## src/hw/rtl/bcm_pkg.sv

```systemverilog
package bcm_pkg;

  // History depth used when the top level is not given another one.
  localparam int unsigned HISTORY_DEPTH_DEF = 5;

  // Depth of the queue between the front and the back.
  localparam int unsigned QUEUE_DEPTH = 2;

  // Configuration port.
  localparam int unsigned CFG_IDX_W  = 3;
  localparam int unsigned CFG_DATA_W = 16;

  localparam logic [CFG_IDX_W-1:0] REG_RISE      = 3'd0;
  localparam logic [CFG_IDX_W-1:0] REG_FULL      = 3'd1;
  localparam logic [CFG_IDX_W-1:0] REG_BAND      = 3'd2;
  localparam logic [CFG_IDX_W-1:0] REG_BAR_HIGH  = 3'd3;
  localparam logic [CFG_IDX_W-1:0] REG_BAR_LOW   = 3'd4;

  localparam logic [9:0]  RISE_RESET     = 10'd50;
  localparam logic [15:0] FULL_RESET     = 16'd4320;
  localparam logic [9:0]  BAND_RESET     = 10'd30;
  localparam logic [15:0] BAR_HIGH_RESET = 16'd3700;
  localparam logic [15:0] BAR_LOW_RESET  = 16'd3500;

  // Percent polynomial, coefficients in units of 1e-10, highest power first.
  localparam int unsigned POLY_TERMS = 5;
  localparam logic signed [63:0] POLY_COEF [POLY_TERMS] = '{
    64'sd4975097600000,
    -64'sd74420725400000,
    64'sd415157064800000,
    -64'sd1022493437700000,
    64'sd937709982100000
  };
  localparam logic [2:0] POLY_LAST = 3'(POLY_TERMS - 1);

  localparam logic [15:0] PCT_CUT_MV = 16'd5000;
  localparam int unsigned MV_W       = 13;       // voltages below the cut-off
  localparam int unsigned MAG_W      = 52;       // accumulator magnitude
  localparam int unsigned MUL_SPLIT  = 26;       // partial product split

  // Division by 1000: drop three bits, then multiply by ceil(2^67 / 125).
  // The shifted product is below 2^60, which keeps the quotient exact.
  localparam int unsigned RCP_PRE   = 3;
  localparam logic [63:0] RCP_MUL   = 64'd1180591620717411304;
  localparam int unsigned RCP_SHIFT = 67;

  // Division by 1e10: drop ten bits, then multiply by ceil(2^54 / 9765625).
  localparam int unsigned RND_PRE   = 10;
  localparam logic [30:0] RND_MUL   = 31'd1844674408;
  localparam int unsigned RND_SHIFT = 54;

  localparam logic signed [63:0] PCT_SCALE = 64'sd10000000000;
  localparam logic signed [63:0] PCT_TOP   = PCT_SCALE * 100;
  localparam logic [63:0]        PCT_HALF  = 64'(PCT_SCALE / 2);

  localparam logic [6:0] PCT_FULL = 7'd100;
  localparam logic [6:0] PCT_NEG  = 7'd3;

  localparam logic [1:0] BARS_THREE = 2'd3;
  localparam logic [1:0] BARS_TWO   = 2'd2;
  localparam logic [1:0] BARS_ONE   = 2'd1;

  typedef struct packed {
    logic [15:0] volt_mv;
    logic        take;      // new reading: update history and charging flag
  } bcm_job_t;

  typedef struct packed {
    logic [9:0]  rise_threshold_mv;
    logic [15:0] full_level_mv;
    logic [9:0]  hysteresis_band_mv;
    logic [15:0] bar_high_mv;
    logic [15:0] bar_low_mv;
  } bcm_cfg_t;

endpackage

```

## src/hw/rtl/bcm_if.sv

```systemverilog
interface bcm_in_if;
  logic        valid;
  logic        ready;
  logic [15:0] reading_mv;
  logic        measure;

  modport source (output valid, output reading_mv, output measure, input ready);
  modport sink   (input valid, input reading_mv, input measure, output ready);
endinterface


```

## src/hw/rtl/bcm_front.sv

```systemverilog
module bcm_front (
  input  logic              clk,
  input  logic              rst_n,
  bcm_in_if.sink            in_ch,
  output logic              push_valid,
  input  logic              push_ready,
  output bcm_pkg::bcm_job_t push_data
);
  import bcm_pkg::*;

  logic [15:0] stored_mv_r;
  logic [15:0] stored_mv_nxt;
  logic        take;

  // A stored value of zero means that no reading has been taken yet.
  assign take        = in_ch.measure || (stored_mv_r == 16'd0);
  assign in_ch.ready = push_ready;
  assign push_valid  = in_ch.valid;

  always_comb begin
    push_data.take    = take;
    push_data.volt_mv = take ? in_ch.reading_mv : stored_mv_r;
    stored_mv_nxt     = stored_mv_r;
    if (in_ch.valid && push_ready && take) begin
      stored_mv_nxt = in_ch.reading_mv;
    end
  end

  always_ff @(posedge clk) begin
    if (!rst_n) begin
      stored_mv_r <= '0;
    end else begin
      stored_mv_r <= stored_mv_nxt;
    end
  end

endmodule

```

## src/flat_wrapper.sv

```systemverilog
// flat-port wrapper written by rule: the top's interface ports become plain ports
module bcm_front_flat import bcm_pkg::*;
  (clk, rst_n, push_valid, push_ready, push_data, in_ch_valid, in_ch_reading_mv, in_ch_measure, in_ch_ready);
  bcm_in_if in_ch_i ();
  input  logic clk;
  input  logic rst_n;
  output logic push_valid;
  input  logic push_ready;
  output bcm_pkg::bcm_job_t push_data;
  input wire logic [$bits(in_ch_i.valid)-1:0] in_ch_valid;
  input wire logic [$bits(in_ch_i.reading_mv)-1:0] in_ch_reading_mv;
  input wire logic [$bits(in_ch_i.measure)-1:0] in_ch_measure;
  output wire logic [$bits(in_ch_i.ready)-1:0] in_ch_ready;
  assign in_ch_i.valid = in_ch_valid;
  assign in_ch_i.reading_mv = in_ch_reading_mv;
  assign in_ch_i.measure = in_ch_measure;
  assign in_ch_ready = in_ch_i.ready;
  bcm_front u_core (.clk(clk), .rst_n(rst_n), .in_ch(in_ch_i), .push_valid(push_valid), .push_ready(push_ready), .push_data(push_data));
endmodule
```

## config.mk

```make
export PLATFORM = sky130hd
export DESIGN_NAME = bcm_front_flat
export DESIGN_NICKNAME = d
export VERILOG_FILES = /design/src/hw/rtl/bcm_pkg.sv /design/src/hw/rtl/bcm_if.sv /design/src/hw/rtl/bcm_front.sv /design/src/flat_wrapper.sv
export SDC_FILE = /design/constraint.sdc
export NUM_CORES = 1
export LEC_CHECK = 0
export BUFFER_PORTS_ARGS = -buffer_cell sky130_fd_sc_hd__buf_2
export CAP_MARGIN = 20
export CORE_UTILIZATION = 33
export CTS_CLUSTER_DIAMETER = 200
export DETAILED_ROUTE_END_ITERATION = 12
export GPL_TIMING_DRIVEN = 0
export RECOVER_POWER = 100
export SLEW_MARGIN = 20
export SYNTH_ARGS = -nofsm -noshare
export SYNTH_HDL_FRONTEND = slang
export SYNTH_SLANG_ARGS = --single-unit
```

## constraint.sdc

```tcl
create_clock -name clk -period 2.6 [get_ports clk]
set_input_delay 0 -clock clk [delete_from_list [all_inputs] [get_ports clk]]
set_output_delay 0 -clock clk [all_outputs]
set_load 0.02 [all_outputs]
```

======== After elaboration in Yosys (flattened, before gate mapping) ========
Cells that the tools add are included.
storage, ports and cells
  word-level logic and storage cells ...... 6
  register bits after elaboration ......... 16
  input port bits ......................... 21
operators by class
  reductions and logical operators ........ 4
  muxes and demuxes ....................... 1
operators by type and width
  kind               count
  $logic_not 16->1   1
  $mux 16            1
  $logic_and 1x1->1  2
  $logic_or 1x1->1   1

======== Depth between registers and ports, before layout ========
Gate-level depths: netlist (run 1).
  depth after elaboration ................. 3
  gate-level depth with buffers ........... 5
  gate-level depth less buffers ........... 3

======== Worst setup path after synthesis (run 1) ========
OpenSTA, ideal clock, no wires.
  path type ............................... reg2out
  start point ............................. reg u_core.stored_mv_r[13]
  end point ............................... out push_data[10] (netlist bit)
  data required time ...................... 2.600 ns
  arrival time ............................ 1.455 ns
  slack ................................... 1.145 ns
  path buffers ............................ 2
  cell stages (with the launch flop) ...... 6
  cell sequence ........................... dfxtp_1 nor4_1 a41o_1 buf_6 buf_12 mux2_4
RTL lines
  item                      RTL line           RTL
  start: declaration        bcm_front.sv:11    logic [15:0] stored_mv_r;
  start signal: assignment  bcm_front.sv:33    stored_mv_r <= stored_mv_nxt;
  end: declaration          flat_wrapper.sv:9  output bcm_pkg::bcm_job_t push_data;

==> key figures, run 1 <==
Clocking
  – Post-CTS sizing: 0
  – H-tree levels: 1
  – CTS tree: done
  – Clk_lat worst skew: 0.25 ns
  – Worst-case clock buffer depth: 2
  – Root Buffer: clkbuf_8
  – Clock-pin transition on the worst setup and hold timing paths: 0.07 ns
  – TritonCTS Buffers: 3
  – CTS Hold Bufs: 0
  – Post-CTS Setup Inserts: 0
  – Clock Sinks: 16

Die
  – Die ar.: 4290 µm²
  – Chip width: 65.5 µm
  – I/O Pins: 40
  – Placement Rows: 22
  – DIE HEIGHT: 65.5 µm
  – Core Region: 3770 µm²
  – Starting density of the core: 35.3%

STA
  – Final Hold Fails: 0
  – Peak Freq: 0.484 GHz
  – RSZ-0062 raised after global routing: false
  – Slew @ Worst Pin: 0.543 ns
  – Final min period: 2.07 ns
  – Max-slew violation count: 0
  – Setup violators final: 0
  – Setup_tns: 0 ns
  – Hold slack final: 0.0373 ns
  – Clock Skews: 0.00567 ns
  – Slew headroom: 63.8%
  – Period utilization: 79.5%

Detailed routing
  – Post-route ant nets: 0
  – 1st-iter DRT viols: 62
  – Via Count: 1406
  – Via-to-Cell Ratio: 5.72
  – First-pass DRT Iterations: 4
  – Final wirelength: 3.90 mm
  – Number of remaining DRC errors: 0
  – Routed length per instance: 15.9 µm

GRT
  – Initial antenna violation count: 0
  – First-pass GRT wire length: 6.34 mm
  – Vias in the first global route: 1281
  – Largest net degree at the start of global routing: 11
  – Overflow after GRT: 0
  – GRT Util Overall: 19.1%

Hold path
  – Hold path cells: 3
  – Worst Hold Class: in -> reg
  – Worst Min Path Start: in_ch_reading_mv[11]
  – WHS Endpoint: u_core.stored_mv_r[11]

Synth
  – Synthesized flop and latch total: 16
  – Synthesized instance count: 157
  – Post-synth top area cell: dfxtp_1
  – Number of synthesized flops with an enable pin: 0
  – Most frequent cell after synthesis: nand3_1
  – Area share of the largest cell type after synthesis: 24.1%
  – Post-Syn Nets: 178
  – Register area share after synthesis: 24.1%
  – Syn avg cell area: 8.47 µm²
  – Most used DFF post-synth: dfxtp_1
  – Post-Syn Area: 1330 µm²
  – Netlist cell types: 19
  – Area contributors post-synth: dfxtp_1 (24%), nand3_1 (12%), a2bb2oi_1 (11%), and4_1 (11%), mux2_4 (10%)
  – Post-synth ARST share: 0%
  – Synthesis Warnings: 0

Run status
  – Status: complete, no violations

Power and ir drop
  – Logic pwr share: 46.8%
  – Switching share of power: 39.6%
  – Cell-internal power: 0.568 mW
  – PD cells: 591 nW/µm²
  – Psw: 0.373 mW
  – Sequential Power Share: 32.9%
  – Power Total: 0.942 mW
  – Max rail drop VDD: 0.204 mV
  – Clock network power share: 20.3%
  – Static Leak: 0.611 nW

Finish
  – Syn-to-layout area delta: 19.8%
  – Ratio of cells with drive above 1 in the final layout: 23.7%
  – Layout Utilization: 42.2%
  – Largest Register: u_core.stored_mv_r
  – Fillers: 406
  – Largest registers: u_core.stored_mv_r (16)
  – Finished Cell Area: 1590 µm²
  – Final net count: 221
  – Max FFs per register: 16
  – N_diodes: 0

Setup path
  – Reg2reg setup slack: 0.73 ns
  – Critical path required time: 2.60 ns
  – Arrival @ worst endpoint: 2.07 ns
  – Crit path max fanout: 10
  – Crit Path Category: reg -> out
  – Worst Setup End Kind: output pin
  – Reg-to-Reg Start: u_core.stored_mv_r[2]
  – Startpoint types: register
  – Worst r2r path cells: 4
  – R2R Path End: u_core.stored_mv_r[0]

Placed design
  – RePlAce Congestion: 0.815
  – HPWL after DPL: 2.72 mm
  – Placed cell area: 1580 µm²
  – Buffers on Ports: 38

Flow run
  – Max-Cap Viols: 0
==> cells by family after synthesis <==
| family | count (synthesis) | share of synthesized area, % |
|---|---|---|
| flops | 16 | 24.1 |
| mux | 16 | 16.1 |
| simple gates | 70 | 29.9 |
| compound gates | 33 | 20.3 |
| buf+inv | 22 | 9.59 |
==> worst max-delay path by stage <==
stage,slack (ns),to,start,cells after the start
after detailed placement,0.85,push_data[11],u_core.stored_mv_r[5],6
final,0.53,push_data[11],u_core.stored_mv_r[2],6
after global routing,0.45,push_data[8],u_core.stored_mv_r[10],6
after CTS,0.55,push_data[11],u_core.stored_mv_r[2],6
after floorplan,1.14,push_data[10],u_core.stored_mv_r[13],5
after global placement,0.83,push_data[8],u_core.stored_mv_r[2],6
==> power by group through the flow <==
stage	clock, mW	combinational (mW)	sequential, mW
6_report	0.191	0.440	0.310
5_1_grt	0.203	0.475	0.314
4_1_cts	0.198	0.465	0.309
3_5_place_dp	0	0.464	0.315
3_3_place_gp	0	0.463	0.316
2_1_floorplan	0	0.342	0.304
==> metal layers <==
metal	wire length [µm]	up-vias	global-route usage, %
met5	0	-	0
met4	43	0	5.98
met3	188	5	2.78
met2	1790	44	30.0
met1	1880	660	26.6
li1	-	697	-
==> stage by stage <==
step / instances / setup WS (ns)
after detailed placement: 243 / 0.845
after floorplan: 157 / 1.14
final: 246 / 0.532
after global routing: 246 / 0.452
after global placement: 243 / 0.832
after CTS: 246 / 0.551
==> final cells by class <==
| type | instances | area, µm² | area share [%] |
|---|---|---|---|
| plain buffers | 21 | 116 | 7.31 |
| clock buffers | 3 | 41.3 | 2.59 |
| inverters | 1 | 3.75 | 0.236 |
| multi-input cells | 119 | 882 | 55.4 |
| flip-flops and latches | 16 | 320 | 20.1 |
| well taps | 48 | 60.1 | 3.77 |
| repair buffers | 38 | 169 | 10.6 |
==> placed cells by master (no fill, tap or decap) <==
cell       instances
and2_1             1
o211ai_1          16
clkbuf_8           3
nand2_1           16
buf_6              1
nand4_1            1
inv_1              1
nor4_1             4
buf_2             23
a2bb2oi_1         16
and4_1            16
a41o_1             1
dfxtp_1           16
buf_4              3
mux2_4             9
mux2_2             7
buf_12             1
buf_1              1
clkbuf_1          30
nand3_1           32
==> worst max-delay path, stage by stage (launching register included) <==
cell and delay (ns):
dfxtp_1 0.34, nor4_1 0.44, a41o_1 0.26, buf_6 0.16, buf_12 0.15, mux2_4 0.30, clkbuf_1 0.17
Power figures use the tool's default switching activity.
==> run 2: changes to the inputs <==
--- a/config.mk
+++ b/config.mk
@@ -5,6 +5,7 @@
 export SDC_FILE = /design/constraint.sdc
 export NUM_CORES = 1
 export LEC_CHECK = 0
+export ABC_AREA = 1
 export BUFFER_PORTS_ARGS = -buffer_cell sky130_fd_sc_hd__buf_2
 export CAP_MARGIN = 20
 export CORE_UTILIZATION = 33
==> constraint.sdc (replaced) <==
create_clock -name clk -period 1.74 [get_ports clk]
set_input_delay 0 -clock clk [delete_from_list [all_inputs] [get_ports clk]]
set_output_delay 0 -clock clk [all_outputs]
set_load 0.02 [all_outputs]
==> key figures, run 2 <==
STA
  – Peak Freq: 0.604 GHz
  – Slew @ Worst Pin: 0.505 ns (-0.0384 ns)
  – Slew headroom: 66.3% (+2.6 points)
  – Clock Skews: 0.000942 ns (-0.00473 ns)
  – Worst setup margin: 0.0835 ns (-0.449 ns)
  – Max-slew violation count: 0 (unchanged)
  – Period utilization: 95.2%
  – Setup violators final: 0 (unchanged)
  – Hold slack final: 0.0380 ns (+0.000698 ns)
  – Final min period: 1.66 ns
  – Final Hold Fails: 0 (unchanged)
  – RSZ-0062 raised after global routing: true

Synth
  – Register area share after synthesis: 30.7% (+6.6 points)
  – Synthesized flop and latch total: 16 (unchanged)
  – Post-synth top area cell: dfxtp_1
  – Synthesis Warnings: 0 (unchanged)
  – Area share of the largest cell type after synthesis: 30.7% (+6.6 points)
  – Post-synthesis compound-gate area fraction: 20.8% (+0.45 points)
  – Area contributors post-synth: dfxtp_1 (31%), nor2_1 (15%), a21oi_2 (13%), a21oi_1 (8.2%), nand2_1 (7.9%)
  – Post-Synth Simple-Gate Area: 31.3% (+1.4 points)
  – Post-synthesis xor/xnor area fraction: 0% (unchanged)
  – Post-synthesis mux area share: 0% (-16 points)
  – Synthesized instance count: 162 (+3.2%)
  – Number of synthesized flops with an enable pin: 0 (unchanged)
  – Syn avg cell area: 6.43 µm² (-24%)
  – Most used DFF post-synth: dfxtp_1
  – Most frequent cell after synthesis: nor2_1
  – Synth cell count leaders: nor2_1 (42), nand2_1 (22), inv_1 (18), a21oi_1 (17)
  – Largest family of logic cells by synthesized area: simple AND/OR/NAND/NOR gates
  – Post-Synth Adder-Cell Area: 0% (unchanged)
  – Post-synth ARST share: 0% (unchanged)
  – Post-Syn Area: 1040 µm² (-22%)
  – Post-Syn Nets: 183 (+2.8%)
  – Netlist cell types: 13 (-6)

Placed design
  – RePlAce Congestion: 0.734 (-10%)
  – HPWL after DPL: 1.75 mm (-36%)
  – Setup slack at placement: 0.374 ns (-0.472 ns)
  – Buffers on Ports: 38 (unchanged)
  – Placed cell area: 1290 µm² (-19%)

Finish
  – Final net count: 233 (+5.4%)
  – Largest registers: u_core.stored_mv_r (16)
  – Ratio of cells with drive above 1 in the final layout: 41.7% (+18 points)
  – N_diodes: 0 (unchanged)
  – Finished Cell Area: 1510 µm² (-5.2%)
  – Syn-to-layout area delta: 44.9%
  – Sequential Area: 330 µm² (+3.1%)
  – Fillers: 329 (-19%)
  – Commonest non-fill, non-tap cell in the layout: nor2_1
  – Most frequent cells in the layout: nor2_1 (35), buf_2 (28), nand2_1 (22)
  – Largest Register: u_core.stored_mv_r
  – Max FFs per register: 16 (unchanged)
  – Multi-input logic area: 561 µm² (-36%)

Setup path
  – Reg2reg setup slack: 0.14 ns (-0.59 ns)
  – Crit path max fanout: 5 (-5)
  – CP Depth: 10 (+4)
  – Max incr delay on CP: 0.35 ns (-0.09 ns)
  – Crit-path cells: nor2_2, nand2_1, nor2_1, nand2_1, nand2_2, buf_8, clkbuf_16, nor2_1, a21oi_2, buf_2
  – Worst Setup End Kind: output pin
  – Worst r2r path cells: 10 (+6)
  – Family with the most delay on the worst path: simple AND/OR/NAND/NOR gates
  – Critical Path Sink: push_data[5]
  – Buf/Inv on CP: 3 (unchanged)
  – Critical path required time: 1.74 ns (-0.86 ns)
  – R2R Path End: u_core.stored_mv_r[9]
  – Critical Path Start: u_core.stored_mv_r[11]
  – Slowest-stage cell, CP: dfxtp_2
  – Arrival @ worst endpoint: 1.66 ns (-0.41 ns)
  – Startpoint types: register
  – Crit Path Category: reg -> out
  – Reg-to-Reg Start: u_core.stored_mv_r[11]

Die
  – DIE HEIGHT: 58.2 µm (-11%)
  – Starting density of the core: 34.4% (-0.85 points)
  – Die ar.: 3390 µm² (-21%)
  – Placement Rows: 20 (-9.1%)
  – Chip width: 58.2 µm (-11%)
  – Core Region: 3030 µm² (-20%)
  – I/O Pins: 40 (unchanged)

GRT
  – Overflow after GRT: 0 (unchanged)
  – First-pass GRT wire length: 4.04 mm (-36%)
  – Initial antenna violation count: 0 (unchanged)
  – GRT Util Overall: 15.6% (-3.5 points)
  – Vias in the first global route: 910 (-29%)
  – Largest net degree at the start of global routing: 11 (unchanged)

Flow run
  – Max-Cap Viols: 0 (unchanged)

Clocking
  – H-tree levels: 1 (unchanged)
  – Clk_lat worst skew: 0.29 ns (+0.04 ns)
  – CTS Hold Bufs: 0 (unchanged)
  – Clock-pin transition on the worst setup and hold timing paths: 0.09 ns (+0.02 ns)
  – Clock Sinks: 16 (unchanged)
  – TritonCTS Buffers: 3 (unchanged)
  – Root Buffer: clkbuf_4
  – Worst-case clock buffer depth: 2 (unchanged)
  – CTS tree: done

Detailed routing
  – Post-route ant nets: 0 (unchanged)
  – Final wirelength: 2.62 mm (-33%)
  – Number of remaining DRC errors: 0 (unchanged)
  – Via-to-Cell Ratio: 4.47 (-22%)
  – 1st-iter DRT viols: 23 (-63%)
  – Via Count: 1140 (-19%)
  – Routed length per instance: 10.3 µm (-35%)
  – First-pass DRT Iterations: 4 (unchanged)

Power and ir drop
  – Max rail drop VDD: 0.363 mV (+78%)
  – Static Leak: 0.764 nW (+25%)
  – PD cells: 855 nW/µm² (+45%)
  – Power Total: 1.29 mW (+37%)

Run status
  – Status: complete, no violations

Hold path
  – Worst Hold Class: in -> reg
-- run 2: cell count changes after synthesis, sizes merged, moves of 4 or more --
cell     before  now
nor4          4    0
clkbuf       12    2
mux2         16    0
o211ai       16    0
inv           1   18
a2bb2oi      16    0
nand2        16   23
a21oi         0   32
nor2          0   42
and4         16    0
nand3        32   16
buf           9   13
-- run 2: cell families (layout without fill, tap and decap cells) --
| logic type | count (synthesis) | after routing |
|---|---|---|
| AND/OR/NAND/NOR | 81 | 81 |
| buffers and inverters | 33 | 82 |
| AO/OA/AOI/OAI | 32 | 32 |
| flip-flops | 16 | 16 |
-- run 2: worst min-delay path by stage --
stage | cells after the start | slack [ns] | start | to
floorplan | 1 | 0.11 | push_ready | in_ch_ready
global placement | 3 | 0.32 | push_ready | in_ch_ready
global route | 3 | 0.04 | rst_n | u_core.stored_mv_r[12]
finish | 5 | 0.04 | in_ch_reading_mv[13] | u_core.stored_mv_r[13]
detailed placement | 3 | 0.32 | push_ready | in_ch_ready
CTS | 5 | 0.03 | in_ch_reading_mv[15] | u_core.stored_mv_r[15]
-- run 2: report_power, final --
group | internal [mW] | switching (mW)
clock network | 0.127 | 0.119
logic | 0.294 | 0.330
registers | 0.396 | 0.0241
total | 0.818 | 0.473
-- run 2: layout make-up --
cell class                 instances  share of cell area (%)
clock buffer                       4                    2.40
sequential                        16                    21.9
timing repair buffer              45                    21.4
multi-input combinational        113                    37.1
buffer                            15                    9.11
tap                               44                    3.65
inverter                          18                    4.47
-- run 2: layer usage --
layer	global-route usage [%]	vias up	share of wire (%)
met5	0	-	0
li1	-	608	-
met3	3.35	4	3.7
met1	19.9	499	47
met2	25.8	29	48
met4	6.12	0	1.5
-- run 2: stage by stage --
| stage | setup TNS, ns | util (%) | std cells |
|---|---|---|---|
| 2_1_floorplan | 0 | - | 162 |
| 3_3_place_gp | 0 | 42.5 | 244 |
| 3_5_place_dp | 0 | 42.5 | 244 |
| 4_1_cts | 0 | 43.7 | 248 |
| 5_1_grt | -0.282 | 49.9 | 255 |
| 6_report | 0 | 49.9 | 255 |
-- run 2: repair_timing --
item,CTS,global route
setup endpoints to repair,0,17
endpoints found under the hold margin,0,0
gates resized for setup,0,31
buffers inserted,0,5
-- run 2: worst min-delay path: cells and delay by family --
kind,cells,cell delay (ns)
buf+inv,2,0.11
simple gates,3,0.17
