### src/hw/rtl/bcm_pkg.sv
package bcm_pkg;

  // History depth used when the top level is not given another one.
  localparam int unsigned HISTORY_DEPTH_DEF = 5;

  // Depth of the queue between the front and the back.
  localparam int unsigned QUEUE_DEPTH = 2;

  // Configuration port.
  localparam int unsigned CFG_IDX_W  = 3;
  localparam int unsigned CFG_DATA_W = 16;

  localparam logic [CFG_IDX_W-1:0] REG_RISE      = 3'd0;
  localparam logic [CFG_IDX_W-1:0] REG_FULL      = 3'd1;
  localparam logic [CFG_IDX_W-1:0] REG_BAND      = 3'd2;
  localparam logic [CFG_IDX_W-1:0] REG_BAR_HIGH  = 3'd3;
  localparam logic [CFG_IDX_W-1:0] REG_BAR_LOW   = 3'd4;

  localparam logic [9:0]  RISE_RESET     = 10'd50;
  localparam logic [15:0] FULL_RESET     = 16'd4320;
  localparam logic [9:0]  BAND_RESET     = 10'd30;
  localparam logic [15:0] BAR_HIGH_RESET = 16'd3700;
  localparam logic [15:0] BAR_LOW_RESET  = 16'd3500;

  // Percent polynomial, coefficients in units of 1e-10, highest power first.
  localparam int unsigned POLY_TERMS = 5;
  localparam logic signed [63:0] POLY_COEF [POLY_TERMS] = '{
    64'sd4975097600000,
    -64'sd74420725400000,
    64'sd415157064800000,
    -64'sd1022493437700000,
    64'sd937709982100000
  };
  localparam logic [2:0] POLY_LAST = 3'(POLY_TERMS - 1);

  localparam logic [15:0] PCT_CUT_MV = 16'd5000;
  localparam int unsigned MV_W       = 13;       // voltages below the cut-off
  localparam int unsigned MAG_W      = 52;       // accumulator magnitude
  localparam int unsigned MUL_SPLIT  = 26;       // partial product split

  // Division by 1000: drop three bits, then multiply by ceil(2^67 / 125).
  // The shifted product is below 2^60, which keeps the quotient exact.
  localparam int unsigned RCP_PRE   = 3;
  localparam logic [63:0] RCP_MUL   = 64'd1180591620717411304;
  localparam int unsigned RCP_SHIFT = 67;

  // Division by 1e10: drop ten bits, then multiply by ceil(2^54 / 9765625).
  localparam int unsigned RND_PRE   = 10;
  localparam logic [30:0] RND_MUL   = 31'd1844674408;
  localparam int unsigned RND_SHIFT = 54;

  localparam logic signed [63:0] PCT_SCALE = 64'sd10000000000;
  localparam logic signed [63:0] PCT_TOP   = PCT_SCALE * 100;
  localparam logic [63:0]        PCT_HALF  = 64'(PCT_SCALE / 2);

  localparam logic [6:0] PCT_FULL = 7'd100;
  localparam logic [6:0] PCT_NEG  = 7'd3;

  localparam logic [1:0] BARS_THREE = 2'd3;
  localparam logic [1:0] BARS_TWO   = 2'd2;
  localparam logic [1:0] BARS_ONE   = 2'd1;

  typedef struct packed {
    logic [15:0] volt_mv;
    logic        take;      // new reading: update history and charging flag
  } bcm_job_t;

  typedef struct packed {
    logic [9:0]  rise_threshold_mv;
    logic [15:0] full_level_mv;
    logic [9:0]  hysteresis_band_mv;
    logic [15:0] bar_high_mv;
    logic [15:0] bar_low_mv;
  } bcm_cfg_t;

endpackage

### src/hw/rtl/bcm_queue.sv
module bcm_queue (
  input  logic              clk,
  input  logic              rst_n,
  input  logic              push_valid,
  output logic              push_ready,
  input  bcm_pkg::bcm_job_t push_data,
  output logic              pop_valid,
  input  logic              pop_ready,
  output bcm_pkg::bcm_job_t pop_data
);
  import bcm_pkg::*;

  localparam int unsigned PTR_W = $clog2(QUEUE_DEPTH);
  localparam int unsigned CNT_W = $clog2(QUEUE_DEPTH + 1);

  bcm_job_t         mem_r [QUEUE_DEPTH];
  logic [PTR_W-1:0] wr_ptr_r, wr_ptr_nxt;
  logic [PTR_W-1:0] rd_ptr_r, rd_ptr_nxt;
  logic [CNT_W-1:0] count_r, count_nxt;
  logic             do_push, do_pop;

  assign push_ready = count_r != CNT_W'(QUEUE_DEPTH);
  assign pop_valid  = count_r != '0;
  assign pop_data   = mem_r[rd_ptr_r];
  assign do_push    = push_valid && push_ready;
  assign do_pop     = pop_valid && pop_ready;

  always_comb begin
    wr_ptr_nxt = wr_ptr_r;
    rd_ptr_nxt = rd_ptr_r;
    count_nxt  = count_r;
    if (do_push) begin
      wr_ptr_nxt = (wr_ptr_r == PTR_W'(QUEUE_DEPTH - 1)) ? '0 : wr_ptr_r + 1'b1;
    end
    if (do_pop) begin
      rd_ptr_nxt = (rd_ptr_r == PTR_W'(QUEUE_DEPTH - 1)) ? '0 : rd_ptr_r + 1'b1;
    end
    if (do_push && !do_pop) begin
      count_nxt = count_r + 1'b1;
    end else if (do_pop && !do_push) begin
      count_nxt = count_r - 1'b1;
    end
  end

  always_ff @(posedge clk) begin
    if (!rst_n) begin
      wr_ptr_r <= '0;
      rd_ptr_r <= '0;
      count_r  <= '0;
    end else begin
      wr_ptr_r <= wr_ptr_nxt;
      rd_ptr_r <= rd_ptr_nxt;
      count_r  <= count_nxt;
    end
  end

  always_ff @(posedge clk) begin
    if (do_push) begin
      mem_r[wr_ptr_r] <= push_data;
    end
  end

endmodule

### config.mk
export PLATFORM = sky130hd
export DESIGN_NAME = bcm_queue
export DESIGN_NICKNAME = d
export VERILOG_FILES = /design/src/hw/rtl/bcm_pkg.sv /design/src/hw/rtl/bcm_queue.sv
export SDC_FILE = /design/constraint.sdc
export NUM_CORES = 1
export LEC_CHECK = 0
export ABC_CLOCK_PERIOD_IN_PS = 1700
export BUFFER_PORTS_ARGS = -buffer_cell sky130_fd_sc_hd__clkbuf_2
export CAP_MARGIN = 5
export CORE_ASPECT_RATIO = 0.9
export CORE_MARGIN = 5
export CORE_UTILIZATION = 50
export DETAILED_ROUTE_END_ITERATION = 12
export HOLD_SLACK_MARGIN = 0.12
export PLACE_DENSITY_LB_ADDON = 0.2
export SYNTH_ARGS = -nofsm -noshare
export SYNTH_HDL_FRONTEND = slang
export SYNTH_SLANG_ARGS = --single-unit
### constraint.sdc
create_clock -name clk -period 1.7 [get_ports clk]
set_input_delay 0.34 -clock clk [delete_from_list [all_inputs] [get_ports clk]]
set_output_delay 0.34 -clock clk [all_outputs]
set_load 0.03 [all_outputs]
After elaboration in Yosys (flattened, before gate mapping)

Memories as Yosys holds them, arrays and structs flattened. A register that Yosys moved wholly into a read port is not among the register bits.
Index checks and enable logic that the tools add are counted.

Add/sub/neg operators: 4
Eq/ne operators: 1
Multiplexer cells: 8
Reductions and logical operators: 8

Operators by type and width:

| cell                                                               | number |
|---|---|
| 1-bit 2-to-1 mux                                                   | 6 |
| 1-bit logical AND                                                  | 4 |
| 2-bit 2-to-1 mux                                                   | 2 |
| 2-bit nonzero test                                                 | 2 |
| 1-bit adder, second input constant                                 | 2 |
| 2-bit by 1-bit adder with 2-bit output, second input constant      | 1 |
| 1-bit logical NOT                                                  | 2 |
| 2-bit != test, second input constant                               | 1 |
| 2-bit by 1-bit subtractor with 2-bit output, second input constant | 1 |

Flip-flop bits (word level): 4
RAM bits: 34
Bits of input ports: 21
Output and inout port bits: 19
Logic and storage cells: 25
Memories kept: 1

Memory list:

| name  | depth | bits a word | read ports | clocked after memory_dff | write ports | RTL line        | text |
|---|---|---|---|---|---|---|---|
| mem_r | 2     | 17          | 1          | 1                        | 1           | bcm_queue.sv:16 | `bcm_job_t mem_r [QUEUE_DEPTH];` |

Logic depth before layout (Yosys ltp)

Gate-level depths: netlist (run 1).

Depth in word-level cells: 6
Gate-level depth with buffers: 6
Depth with buffers taken out: 6

Worst setup path before layout (run 1)

Ideal clock, no wire load.

Path type: reg2reg
From: register count_r[0]
To: register count_r[1]
Setup time: 70 ps
Arrival: 1,480 ps
Slack: 150 ps
Stages on the path, launching flop included: 6
Path through: dfxtp_1 nand2b_4 and2_1 ha_1 or3_1 a21boi_1

Word-level cells in the longest chain between the ends: 5
Elaborated cells between the ends (all ways): 13
Classes of those cells: add/sub (2); eq/ne (1); mux (2); reduce/logical (8)

Ends and longest elaborated chain:

| what                                | RTL line        | text |
|---|---|---|
| start, declared                     | bcm_queue.sv:19 | `logic [CNT_W-1:0] count_r, count_nxt;` |
| start signal, assigned              | bcm_queue.sv:53 | `count_r <= count_nxt;` |
| 2-bit != test (*)                   | bcm_queue.sv:22 | `assign push_ready = count_r != CNT_W'(QUEUE_DEPTH);` |
| named net push_ready                | bcm_queue.sv:5  | `output logic push_ready,` |
| 1-bit logical AND (*)               | bcm_queue.sv:25 | `assign do_push = push_valid && push_ready;` |
| named net do_push                   | bcm_queue.sv:20 | `logic do_push, do_pop;` |
| 1-bit logical NOT                   | bcm_queue.sv:40 | `end else if (do_pop && !do_push) begin` |
| 1-bit logical AND                   | bcm_queue.sv:40 |  |
| 2-bit nonzero test (no source line) | --              |  |

Mark *: on every way through the listed nets, which the timed path passes. The rest lies on a longest branch. The select of a mux whose other input is x is not followed.
A chain may end at the register's enable or synchronous reset.

==> results of run 1 <==
-- final cells by class --
| type | count | area, µm² |
|---|---|---|
| clock buffers | 7 | 55.1 |
| clock inverters | 1 | 5.00 |
| inverters | 1 | 3.75 |
| flip-flops and latches | 39 | 1120 |
| well taps | 40 | 50.0 |
| multi-input cells | 35 | 372 |
| repair buffers | 45 | 410 |
| fillers | 193 | 772 |
-- layer usage --
layer,vias up,track usage [%],share of wire (%)
met5,-,0,0
met4,0,4.34,0.82
met3,3,4.01,7.0
met2,27,23.5,52
met1,411,14.4,40
li1,390,-,-
-- sequential cells by signal (all words and copies together), names as in the netlist, named ones only --
name,flops
mem_r,34
rd_ptr_r,1
wr_ptr_r,1
count_r,2
-- layout by cell type (no fill, tap or decap), types with 2 or more instances in the layout --
cell / synthesis / routed
edfxtp_1: 34 / 34
clkbuf_2: 0 / 22
buf_8: 0 / 14
mux2_4: 0 / 11
mux2_2: 17 / 6
buf_6: 0 / 6
clkbuf_4: 0 / 5
and2_1: 4 / 4
dfxtp_1: 5 / 4
buf_4: 1 / 3
xnor2_1: 2 / 2
-- cell families (layout without fill, tap and decap cells) --
group / count (synthesis) / after routing / share of synthesized area [%]
DFF: 39 / 39 / 76.4
buffers and inverters: 3 / 54 / 1.11
adders and majority gates: 1 / 1 / 0.852
and+or+nand+nor: 9 / 9 / 4.43
xor gates and xnor gates: 3 / 3 / 1.79
muxes: 17 / 17 / 13.0
AOI/OAI and AO/OA: 5 / 5 / 2.39
-- timing repair --
item                                    CTS  global route
resized for setup                        37            32
buffers inserted                          0             0
cloned                                    1             0
endpoints found under the setup margin   17            17
-- stage by stage --
step	area [µm²]	setup slack, ns	setup TNS [ns]	std cells
floorplan	1470	0.150	0	77
global placement	1740	0.199	0	159
detailed placement	1740	0.137	0	159
CTS	1950	-0.00750	-0.0398	168
global route	2020	-0.0415	-0.234	168
finish	2020	0.0217	0	168
-- worst max path at each step --
stage                    to  slack [ns]  cells after the start
2_1_floorplan    count_r[1]        0.15                      5
3_3_place_gp     count_r[1]        0.20                      5
3_5_place_dp     count_r[1]        0.14                      5
4_1_cts        pop_data[11]      -0.007                      3
5_1_grt         pop_data[6]       -0.04                      3
6_report       pop_data[14]        0.02                      3
-- power by group through the flow --
| stage | clock network, W | registers, W | logic [W] |
|---|---|---|---|
| 6_report | 0.000476 | 0.00128 | 0.00136 |
| 5_1_grt | 0.000534 | 0.00130 | 0.00144 |
| 4_1_cts | 0.000483 | 0.00128 | 0.00121 |
| 3_5_place_dp | 0 | 0.00129 | 0.000999 |
| 3_3_place_gp | 0 | 0.00127 | 0.000983 |
| 2_1_floorplan | 0 | 0.00127 | 0.000738 |
-- worst max-delay path: stages (launching register included) --
cell and delay (ns):
dfxtp_4 0.39, buf_6 0.13, mux2_2 0.35, buf_8 0.14
==> summary.txt, run 1 <==
Clocking
  • Clock transition at the register clock pins on the worst setup and hold paths after CTS: ~0.11 ns
  • CTS tree: done
  • Sink count of the clock tree: 39
  • Skew-Pair Late Insertion Delay: 0.32 ns
  • Cts bufs inserted: 5
  • Root buffer cell: clkbuf_4
  • Maximum clock path buffer count: 2
  • Number of H-tree levels: 2
  • CTS Hold Bufs: 0

Pwr
  • Leak pwr: around 0.8 nW
  • Clock network fraction of design power: 15.3%
  • Power per cell area: about 1500 mW/mm²
  • Maximum resistive drop on vdd: 0.00124 V
  • Relative contribution of sequential cells to total power: approximately two fifths
  • Psw: 0.00101 W
  • Cell Int Power: 0.00210 W
  • Combinational share of power: a little over two fifths
  • Pwr Total: 0.00311 W
  • Switching portion of total power: 32.4%

Synth
  • Area leader, netlist: edfxtp_1
  • Average cell area after synthesis: 19.1 µm²
  • Synth Instances: 77
  • Post-synthesis sequential element count: 39
  • Total number of yosys warnings: 0
  • Post-synthesis instance area: 0.00147 mm²
  • Sequential share of the synthesized area: roughly 76%
  • Post-synth top cells: 34 x edfxtp_1, 17 x mux2_2, 5 x dfxtp_1
  • Net count after synthesis: between 90 and 100
  • Number of different library cells in the post-synthesis netlist: 20
  • Count of flip-flops with a built-in enable after synthesis: 34
  • Biggest area contributors in the synthesized netlist: edfxtp_1 70%, mux2_2 13%, dfxtp_1 6.8%
  • Cell with the most instances after synthesis: edfxtp_1
  • Most frequently used flop master after synthesis: edfxtp_1
  • Share of synthesized registers carrying an async set or reset: 0%
  • Fraction of post-synthesis cell area in the top cell type by area: 69.6%

Setup path
  • Category of the worst setup path launch point: flop
  • Largest fanout on the critical path: 5
  • Crit Reg-Reg Endpoint: count_r[1]
  • Crit path capture type: output pin
  • Crit path required time: between 1 and 1.5 ns
  • Crit Path Category: reg2out
  • Worst reg-to-reg path cell count: 5
  • Source of the worst register-to-register timing path: count_r[0]
  • Arrival time worst endpoint: about 1.3 ns
  • Reg2Reg Setup Slack: about 0.12 ns

Timing
  • Setup repair after global routing missed its margin: true
  • Maximum clock rate: 0.596 GHz
  • Number of pins with negative max-slew slack in the final report: 0
  • Final Setup Violations: 0
  • Clock skew after layout: 0.00408 ns
  • Final worst hold slack: 0.197 ns
  • Fin crit share: 98.7%
  • Final critical-path required period: about 1.7 ns
  • Least-Margin Pin Slew: between 0.2 and 0.25 ns
  • Hold Fails Final Rpt: 0
  • Max transition margin: between 80% and 90%

Route
  • Post-route DRC violation count: 0
  • Final WL: between 2000 and 2500 µm
  • Vias post-DR: between 800 and 900
  • Number of nets with antenna violations after routing: 0
  • DR iter-0 viols: 19
  • Number of search-and-repair iterations in the first detailed-routing pass: 4
  • DR vias/cell: 4.95
  • DR WL/cell: about 14 µm

Floorplanning
  • Chip height: slightly above 60 µm
  • Area inside the core boundary: between 0.002 and 0.003 mm²
  • Total number of placement rows: 18
  • Die outline area: 0.00412 mm²
  • Number of ports placed on the die boundary: 40
  • Width of the chip: 67.1 µm
  • Effective utilization at floorplan: 52.6%

GRT
  • All-Layer GR Usage: between 10% and 20%
  • Wire length of the first global-routing pass: about 3800 µm
  • Initial antenna violation count: 0
  • Maximum number of pins on one net before global-route repair: 18
  • Total congestion overflow: 0
  • Via count of the first global-routing pass: about 900

Cells and area
  • Finished Core Util: between 70% and 80%
  • Ant. Diodes: 0
  • Fraction of layout cells with a size suffix above 1: 57.0%
  • Synth-to-layout area growth: 37.7%
  • Nets: roughly 150

Worst hold path
  • Tightest Hold Check Type: in2reg
  • Number of cells on the worst hold path: 1
  • Hold-critical path endpoint: mem_r[1][10]
  • Hold path startpoint: push_data[10]

Run
  • Number of maximum-capacitance constraint violations: 0

Placement
  • Placer Congestion: 0.678
  • Half-perimeter wire length of the detailed placement result: between 1500 and 2000 µm
  • Port Buffer Count: 39

Outcome
  • Status: complete, no violations
No activity file was read; power rests on OpenSTA's default activity.
==> inputs of run 2 (changes only) <==
--- a/config.mk
+++ b/config.mk
@@ -5,12 +5,13 @@
 export SDC_FILE = /design/constraint.sdc
 export NUM_CORES = 1
 export LEC_CHECK = 0
+export ABC_AREA = 1
 export ABC_CLOCK_PERIOD_IN_PS = 1700
 export BUFFER_PORTS_ARGS = -buffer_cell sky130_fd_sc_hd__clkbuf_2
 export CAP_MARGIN = 5
 export CORE_ASPECT_RATIO = 0.9
 export CORE_MARGIN = 5
-export CORE_UTILIZATION = 50
+export CORE_UTILIZATION = 51
 export DETAILED_ROUTE_END_ITERATION = 12
 export HOLD_SLACK_MARGIN = 0.12
 export PLACE_DENSITY_LB_ADDON = 0.2
==> run 2 against run 1 <==
  * Synthesized area grew 3.7%
  * Worst hold slack lost 0.020 ns
  * Combinational power shrank 5%
  * Power shrank 1.8%
  * Final cell count grew 8.3%
  * Synthesized cell count grew 17%
  * Design area grew 1.5%
  * Critical path type unchanged
  * Largest power group is now registers
  * Highest routed layer unchanged
==> summary.txt, run 2 <==
Outcome
  • Status: complete, no violations (unchanged)

Setup path
  • Category of the worst setup path launch point: flop (unchanged)
  • Chain of cells forming the critical path: buf_12 -> mux2_4 -> buf_8 (was buf_6 -> mux2_2 -> buf_8)
  • Arrival time worst endpoint: 1.35 ns (was 1.34 ns)
  • Crit path required time: 1.36 ns (about the same)
  • Crit Path Category: reg2out (unchanged)
  • Source of the worst register-to-register timing path: count_r[0] (unchanged)
  • Worst reg-to-reg path cell count: 10 (was 5)
  • Crit path capture type: output pin (unchanged)
  • Slowest cell on the critical path: dfxtp_4 (unchanged)
  • Highest cell delay on the worst timing path: 0.41 ns (was 0.39 ns)
  • Largest fanout on the critical path: 8 (was 5)

Worst hold path
  • Number of cells on the worst hold path: 1 (unchanged)
  • Tightest Hold Check Type: in2reg (unchanged)
  • Hold path startpoint: push_data[9] (was push_data[10])

Cells and area
  • Commonest cells after routing, fill and taps aside: 34 x edfxtp_1, 22 x clkbuf_2, 17 x mux2_4 (was 34 x edfxtp_1, 22 x clkbuf_2, 14 x buf_8)
  • Ant. Diodes: 0 (unchanged)
  • Nets: 163 (was 149)
  • Register name with the most flops: mem_r (unchanged)
  • Synth-to-layout area growth: 34.8% (was 37.7%)
  • Fraction of layout cells with a size suffix above 1: 51.4% (was 57.0%)
  • Largest registers: mem_r (34), count_r (2) (unchanged)
  • Largest register FFs: 34 (unchanged)
  • Finished Core Util: 72.8% (was 72.4%)
  • Most common library cell in the layout ignoring fill and taps: edfxtp_1 (unchanged)

Timing
  • Maximum clock rate: 0.593 GHz (was 0.596 GHz)
  • Clock skew after layout: 0.0129 ns (was 0.00408 ns)
  • Max transition margin: 88.5% (was 83.5%)
  • Final critical-path required period: 1.69 ns (was 1.68 ns)
  • Fin crit share: 99.2% (was 98.7%)
  • Least-Margin Pin Slew: 0.174 ns (was 0.248 ns)
  • Hold Fails Final Rpt: 0 (unchanged)
  • Final Setup Violations: 0 (unchanged)
  • Number of pins with negative max-slew slack in the final report: 0 (unchanged)
  • Final worst hold slack: 0.177 ns (was 0.197 ns)
  • Setup repair after global routing missed its margin: true (unchanged)

GRT
  • All-Layer GR Usage: 13.5% (was 12.9%)
  • Wire length of the first global-routing pass: 3940 µm (was 3780 µm)
  • Initial antenna violation count: 0 (unchanged)
  • Total congestion overflow: 0 (unchanged)
  • Via count of the first global-routing pass: 892 (was 875)
  • Maximum number of pins on one net before global-route repair: 13 (was 18)

Pwr
  • Leak pwr: 0.856 nW (was 0.806 nW)
  • Maximum resistive drop on vdd: 0.000943 V (was 0.00124 V)
  • Power per cell area: 1490 mW/mm² (was 1540 mW/mm²)
  • Pwr Total: 0.00305 W (was 0.00311 W)

Route
  • DR vias/cell: 4.77 (was 4.95)
  • Number of nets with antenna violations after routing: 0 (unchanged)
  • Number of search-and-repair iterations in the first detailed-routing pass: 4 (unchanged)
  • Vias post-DR: 868 (was 831)
  • Final WL: 2540 µm (was 2430 µm)
  • DR WL/cell: 14.0 µm (was 14.5 µm)
  • Post-route DRC violation count: 0 (unchanged)
  • DR iter-0 viols: 44 (was 19)

Synth
  • Cell with the most instances after synthesis: edfxtp_1 (unchanged)
  • Post-synth top cells: 34 x edfxtp_1, 10 x mux2_4, 9 x nand2_1 (was 34 x edfxtp_1, 17 x mux2_2, 5 x dfxtp_1)
  • Biggest area contributors in the synthesized netlist: edfxtp_1 67%, mux2_4 9.9%, dfxtp_1 6.6% (was edfxtp_1 70%, mux2_2 13%, dfxtp_1 6.8%)
  • Net count after synthesis: 112 (was 99)
  • Sequential share of the synthesized area: 73.7% (was 76.4%)
  • Total number of yosys warnings: 0 (unchanged)
  • Number of different library cells in the post-synthesis netlist: 16 (was 20)
  • Post-synthesis instance area: 0.00152 mm² (was 0.00147 mm²)
  • Average cell area after synthesis: 16.9 µm² (was 19.1 µm²)
  • Count of flip-flops with a built-in enable after synthesis: 34 (unchanged)
  • Post-synthesis sequential element count: 39 (unchanged)
  • Fraction of post-synthesis cell area in the top cell type by area: 67.1% (was 69.6%)
  • Share of synthesized registers carrying an async set or reset: 0% (unchanged)
  • Most frequently used flop master after synthesis: edfxtp_1 (unchanged)
  • Area leader, netlist: edfxtp_1 (unchanged)
  • Synth Instances: 90 (was 77)

Placement
  • Placer Congestion: 0.712 (was 0.678)
  • Port Buffer Count: 39 (unchanged)
  • Half-perimeter wire length of the detailed placement result: 1710 µm (was 1630 µm)

Clocking
  • CTS Hold Bufs: 0 (unchanged)
  • Skew-Pair Late Insertion Delay: 0.34 ns (was 0.32 ns)
  • Sink count of the clock tree: 39 (unchanged)
  • Cts bufs inserted: 5 (unchanged)
  • Number of H-tree levels: 2 (unchanged)
  • Clock transition at the register clock pins on the worst setup and hold paths after CTS: 0.11 ns (about the same)
  • Root buffer cell: clkbuf_4 (unchanged)
  • Maximum clock path buffer count: 2 (unchanged)
  • CTS tree: done (unchanged)

Floorplanning
  • Die outline area: 0.00418 mm² (was 0.00412 mm²)
  • Effective utilization at floorplan: 54.0% (was 52.6%)
  • Total number of placement rows: 18 (unchanged)
  • Chip height: 61.8 µm (was 61.4 µm)
  • Number of ports placed on the die boundary: 40 (unchanged)
  • Area inside the core boundary: 0.00282 mm² (was 0.00279 mm²)
  • Width of the chip: 67.6 µm (was 67.1 µm)

Run
  • Number of maximum-capacitance constraint violations: 0 (unchanged)
## run 2: critical path: cells and delay by family (launching register included)
| kind | cells | cell delay (ns) |
|---|---|---|
| buf+inv | 2 | 0.28 |
| flops | 1 | 0.41 |
| mux | 1 | 0.31 |
## run 2: layer usage
layer | GRT usage [%] | vias to the layer above | part of all wire (%)
met4 | 6.07 | 0 | 2.1
met2 | 22.5 | 30 | 49
met1 | 14.4 | 411 | 40
li1 | - | 422 | -
met5 | 0 | - | 0
met3 | 7.19 | 5 | 8.9
## run 2: cells by family (layout without fill, tap and decap cells)
group	count (synthesis)	after routing	share of synthesized area, %
fa+ha+maj	1	1	0.822
compound gates	4	4	1.48
flops	39	39	73.7
simple gates	19	19	4.93
mux	17	17	15.0
buf+inv	10	62	4.03
## run 2: area by class of cell
cell class,instances,area [µm²]
flip-flops and latches,39,1120
fillers,199,764
repair buffers,46,418
multi-input cells,41,368
clock buffers,7,55.1
well taps,40,50.0
inverters,8,30.0
clock inverters,1,5.00
## run 2: what timing repair did
| action | CTS | global route |
|---|---|---|
| setup endpoints to repair | 17 | 17 |
| gates resized for setup | 24 | 46 |
| setup buffers | 0 | 0 |
| cloned | 0 | 1 |
## run 2: where the power goes
part           switching, W  internal [W]  total [W]
Clock              0.000280      0.000201   0.000481
Combinational      0.000663      0.000625    0.00129
Sequential        0.0000679       0.00122    0.00129
## run 2: path summary, 6_finish.rpt
kind                                    end  slack (ns)
worst max-delay path            pop_data[1]        0.01
worst min-delay path            mem_r[0][9]        0.18
worst max register to register   count_r[1]        0.27
worst min register to register     rd_ptr_r        0.51
## run 2: stage by stage
| stage | instances | setup TNS [ns] | worst slack, ns | instance area [µm²] |
|---|---|---|---|---|
| after global placement | 173 | 0 | 0.340 | 1780 |
| final | 182 | 0 | 0.0138 | 2050 |
| after detailed placement | 173 | 0 | 0.305 | 1780 |
| after CTS | 181 | -0.291 | -0.0255 | 1930 |
| after floorplan | 90 | -7.81 | -0.230 | 1520 |
| after global routing | 182 | -0.550 | -0.0457 | 2050 |
==> inputs of run 3 (changes only) <==
--- a/config.mk
+++ b/config.mk
@@ -6,12 +6,12 @@
 export NUM_CORES = 1
 export LEC_CHECK = 0
 export ABC_AREA = 1
-export ABC_CLOCK_PERIOD_IN_PS = 1700
+export ABC_CLOCK_PERIOD_IN_PS = 1390
 export BUFFER_PORTS_ARGS = -buffer_cell sky130_fd_sc_hd__clkbuf_2
 export CAP_MARGIN = 5
 export CORE_ASPECT_RATIO = 0.9
 export CORE_MARGIN = 5
-export CORE_UTILIZATION = 51
+export CORE_UTILIZATION = 46
 export DETAILED_ROUTE_END_ITERATION = 12
 export HOLD_SLACK_MARGIN = 0.12
 export PLACE_DENSITY_LB_ADDON = 0.2
==> constraint.sdc (replaced) <==
create_clock -name clk -period 1.39 [get_ports clk]
set_input_delay 0.278 -clock clk [delete_from_list [all_inputs] [get_ports clk]]
set_output_delay 0.278 -clock clk [all_outputs]
set_load 0.03 [all_outputs]
==> run 3 against run 2 <==
  * The flow now finishes with violations (negative setup slack)
  * Clock power up 48%
  * Critical path depth did not move
  * Register-to-register slack worse by 0.23 ns
  * Clock skew shrank 0.0071 ns
  * Power up 34%
  * Non-clock buffer count up 3
  * Die area rose by 9.1%
  * Sequential power up 22%
  * Sequential share of layout area is 3.2 points lower
  * Flip-flop and latch count unchanged
  * Worst hold slack barely moved
  * Highest routed layer unchanged
==> summary.txt, run 3 (synthesis gave the netlist of run 2 again) <==
Outcome
  • Status: complete, but fails checks (was complete, no violations)
  • Violations in the final reports: negative setup slack

Pwr
  • Switching portion of total power: 32.9% (was 33.1%)
  • Pwr Total: 0.00408 W (was 0.00305 W)
  • Leak pwr: 0.892 nW (was 0.856 nW)
  • Psw: 0.00134 W (was 0.00101 W)
  • Combinational share of power: 43.7% (was 42.2%)
  • Power per cell area: 1870 mW/mm² (was 1490 mW/mm²)
  • Cell Int Power: 0.00274 W (was 0.00204 W)
  • Relative contribution of sequential cells to total power: 38.8% (was 42.1%)
  • Clock network fraction of design power: 17.5% (was 15.7%)
  • Maximum resistive drop on vdd: 0.000978 V (was 0.000943 V)

Cells and area
  • Most common library cell in the layout ignoring fill and taps: edfxtp_1 (unchanged)
  • Largest register FFs: 34 (unchanged)
  • Commonest cells after routing, fill and taps aside: 34 x edfxtp_1, 22 x clkbuf_2, 18 x buf_8 (was 34 x edfxtp_1, 22 x clkbuf_2, 17 x mux2_4)
  • Largest registers: mem_r (34), count_r (2) (unchanged)
  • Fraction of layout cells with a size suffix above 1: 57.9% (was 51.4%)
  • Synth-to-layout area growth: 43.3% (was 34.8%)
  • Nets: 166 (was 163)
  • Register name with the most flops: mem_r (unchanged)
  • Finished Core Util: 70.0% (was 72.8%)
  • Layout fillers: 211 (was 199)
  • Final Instance Area: 0.00218 mm² (was 0.00205 mm²)
  • Ant. Diodes: 0 (unchanged)

Floorplanning
  • Width of the chip: 70.6 µm (was 67.6 µm)
  • Total number of placement rows: 19 (was 18)
  • Area inside the core boundary: 0.00311 mm² (was 0.00282 mm²)
  • Chip height: 64.6 µm (was 61.8 µm)
  • Die outline area: 0.00456 mm² (was 0.00418 mm²)
  • Effective utilization at floorplan: 48.9% (was 54.0%)
  • Number of ports placed on the die boundary: 40 (unchanged)

Setup path
  • Source of the worst register-to-register timing path: count_r[0] (unchanged)
  • Crit path required time: 1.11 ns (was 1.36 ns)
  • Worst reg-to-reg path cell count: 6 (was 10)
  • Reg2Reg Setup Slack: 0.04 ns (was 0.27 ns)
  • Crit Path Category: reg2out (unchanged)
  • Crit path capture type: output pin (unchanged)
  • Arrival time worst endpoint: 1.26 ns (was 1.35 ns)
  • Category of the worst setup path launch point: flop (unchanged)
  • Largest fanout on the critical path: 7 (was 8)
  • Crit Reg-Reg Endpoint: mem_r[0][1] (was count_r[1])

Timing
  • Number of pins with negative max-slew slack in the final report: 0 (unchanged)
  • Least-Margin Pin Slew: 0.210 ns (was 0.174 ns)
  • Crit path setup slack, layout: -0.148 ns (was 0.0138 ns)
  • Maximum clock rate: between 0.6 and 0.7 GHz
  • Final Setup Violations: 17 (was 0)
  • Max transition margin: 85.9% (was 88.5%)
  • Setup repair after global routing missed its margin: true (unchanged)
  • Clock skew after layout: 0.00580 ns (was 0.0129 ns)
  • Hold Fails Final Rpt: 0 (unchanged)
  • Setup TNS Final: -2.24 ns (was 0 ns)
  • Fin crit share: 111%
  • Final worst hold slack: 0.177 ns (about the same)
  • Final critical-path required period: 1.54 ns

Worst hold path
  • Number of cells on the worst hold path: 1 (unchanged)
  • Hold-critical path endpoint: mem_r[0][0] (was mem_r[0][9])
  • Hold path startpoint: push_data[0] (was push_data[9])
  • Tightest Hold Check Type: in2reg (unchanged)

Route
  • Number of nets with antenna violations after routing: 0 (unchanged)
  • Post-route DRC violation count: 0 (unchanged)
  • DR WL/cell: 14.3 µm (was 14.0 µm)
  • Final WL: 2670 µm (was 2540 µm)
  • Vias post-DR: 863 (was 868)
  • Number of search-and-repair iterations in the first detailed-routing pass: 2 (was 4)
  • DR vias/cell: 4.61 (was 4.77)
  • DR iter-0 viols: 17 (was 44)

Clocking
  • Skew-Pair Late Insertion Delay: 0.29 ns (was 0.34 ns)
  • Root buffer cell: clkbuf_8 (was clkbuf_4)
  • CTS tree: done (unchanged)
  • Number of H-tree levels: 2 (unchanged)
  • Maximum clock path buffer count: 2 (unchanged)
  • Cts bufs inserted: 5 (unchanged)
  • Sink count of the clock tree: 39 (unchanged)
  • Clock transition at the register clock pins on the worst setup and hold paths after CTS: 0.07 ns (was 0.11 ns)
  • CTS Hold Bufs: 0 (unchanged)

Run
  • Number of maximum-capacitance constraint violations: 0 (unchanged)

GRT
  • Total congestion overflow: 0 (unchanged)
  • Wire length of the first global-routing pass: 4280 µm (was 3940 µm)
  • Via count of the first global-routing pass: 968 (was 892)
  • All-Layer GR Usage: 12.8% (was 13.5%)
  • Maximum number of pins on one net before global-route repair: 13 (unchanged)
  • Initial antenna violation count: 0 (unchanged)

Placement
  • Placer Congestion: 0.657 (was 0.712)
  • Half-perimeter wire length of the detailed placement result: 1770 µm (was 1710 µm)
  • Instance area after placement: 0.00183 mm² (was 0.00178 mm²)
  • Port Buffer Count: 39 (unchanged)
-- run 3: worst max-delay path by stage --
stage | startpoint | endpoint | slack, ns | depth (start not counted)
after CTS | flop | pop_data[4] | -0.18 | 3
after global routing | flop | pop_data[3] | -0.19 | 3
after floorplan | count_r[0] | count_r[1] | 0.02 | 10
after detailed placement | count_r[0] | count_r[1] | -0.003 | 9
after global placement | flop | pop_data[14] | 0.08 | 3
final | flop | pop_data[3] | -0.15 | 3
-- run 3: area by class of cell --
| cell class | instances | area [µm²] | share of cell area, % |
|---|---|---|---|
| repair buffers | 49 | 480 | 22.0 |
| multi-input cells | 41 | 405 | 18.6 |
| clock buffers | 6 | 72.6 | 3.33 |
| clock inverters | 2 | 12.5 | 0.574 |
| inverters | 8 | 30.0 | 1.38 |
| well taps | 42 | 52.6 | 2.41 |
| flip-flops and latches | 39 | 1130 | 51.7 |
-- run 3: metal layers --
metal	GRT usage [%]	share of wire (%)
met1	11.4	36
met2	24.3	54
met3	4.79	7.3
met4	7.75	2.5
met5	0	0
-- run 3: stage by stage --
step                      setup WS (ns)  instances
after global routing             -0.193        187
after floorplan                  0.0157         90
final                            -0.148        187
after global placement           0.0793        175
after CTS                        -0.178        186
after detailed placement       -0.00275        175
-- run 3: worst max-delay path: stages, from the launching register on --
cell     delay [ns]
dfxtp_4        0.37
buf_8          0.14
mux2_4         0.32
buf_8          0.14
-- run 3: power by group through the flow --
stage	logic, W	registers (W)	clock network (W)
floorplan	0.000970	0.00156	0
global placement	0.00126	0.00157	0
detailed placement	0.00129	0.00158	0
CTS	0.00163	0.00158	0.000743
global route	0.00190	0.00160	0.000809
finish	0.00178	0.00158	0.000714
-- run 3: what timing repair did --
| action | in CTS | in global routing |
|---|---|---|
| gates resized for setup | 49 | 21 |
| pin swaps | 0 | 2 |
| setup endpoints to repair | 18 | 19 |
| setup buffers | 2 | 1 |
| cloned | 1 | 0 |
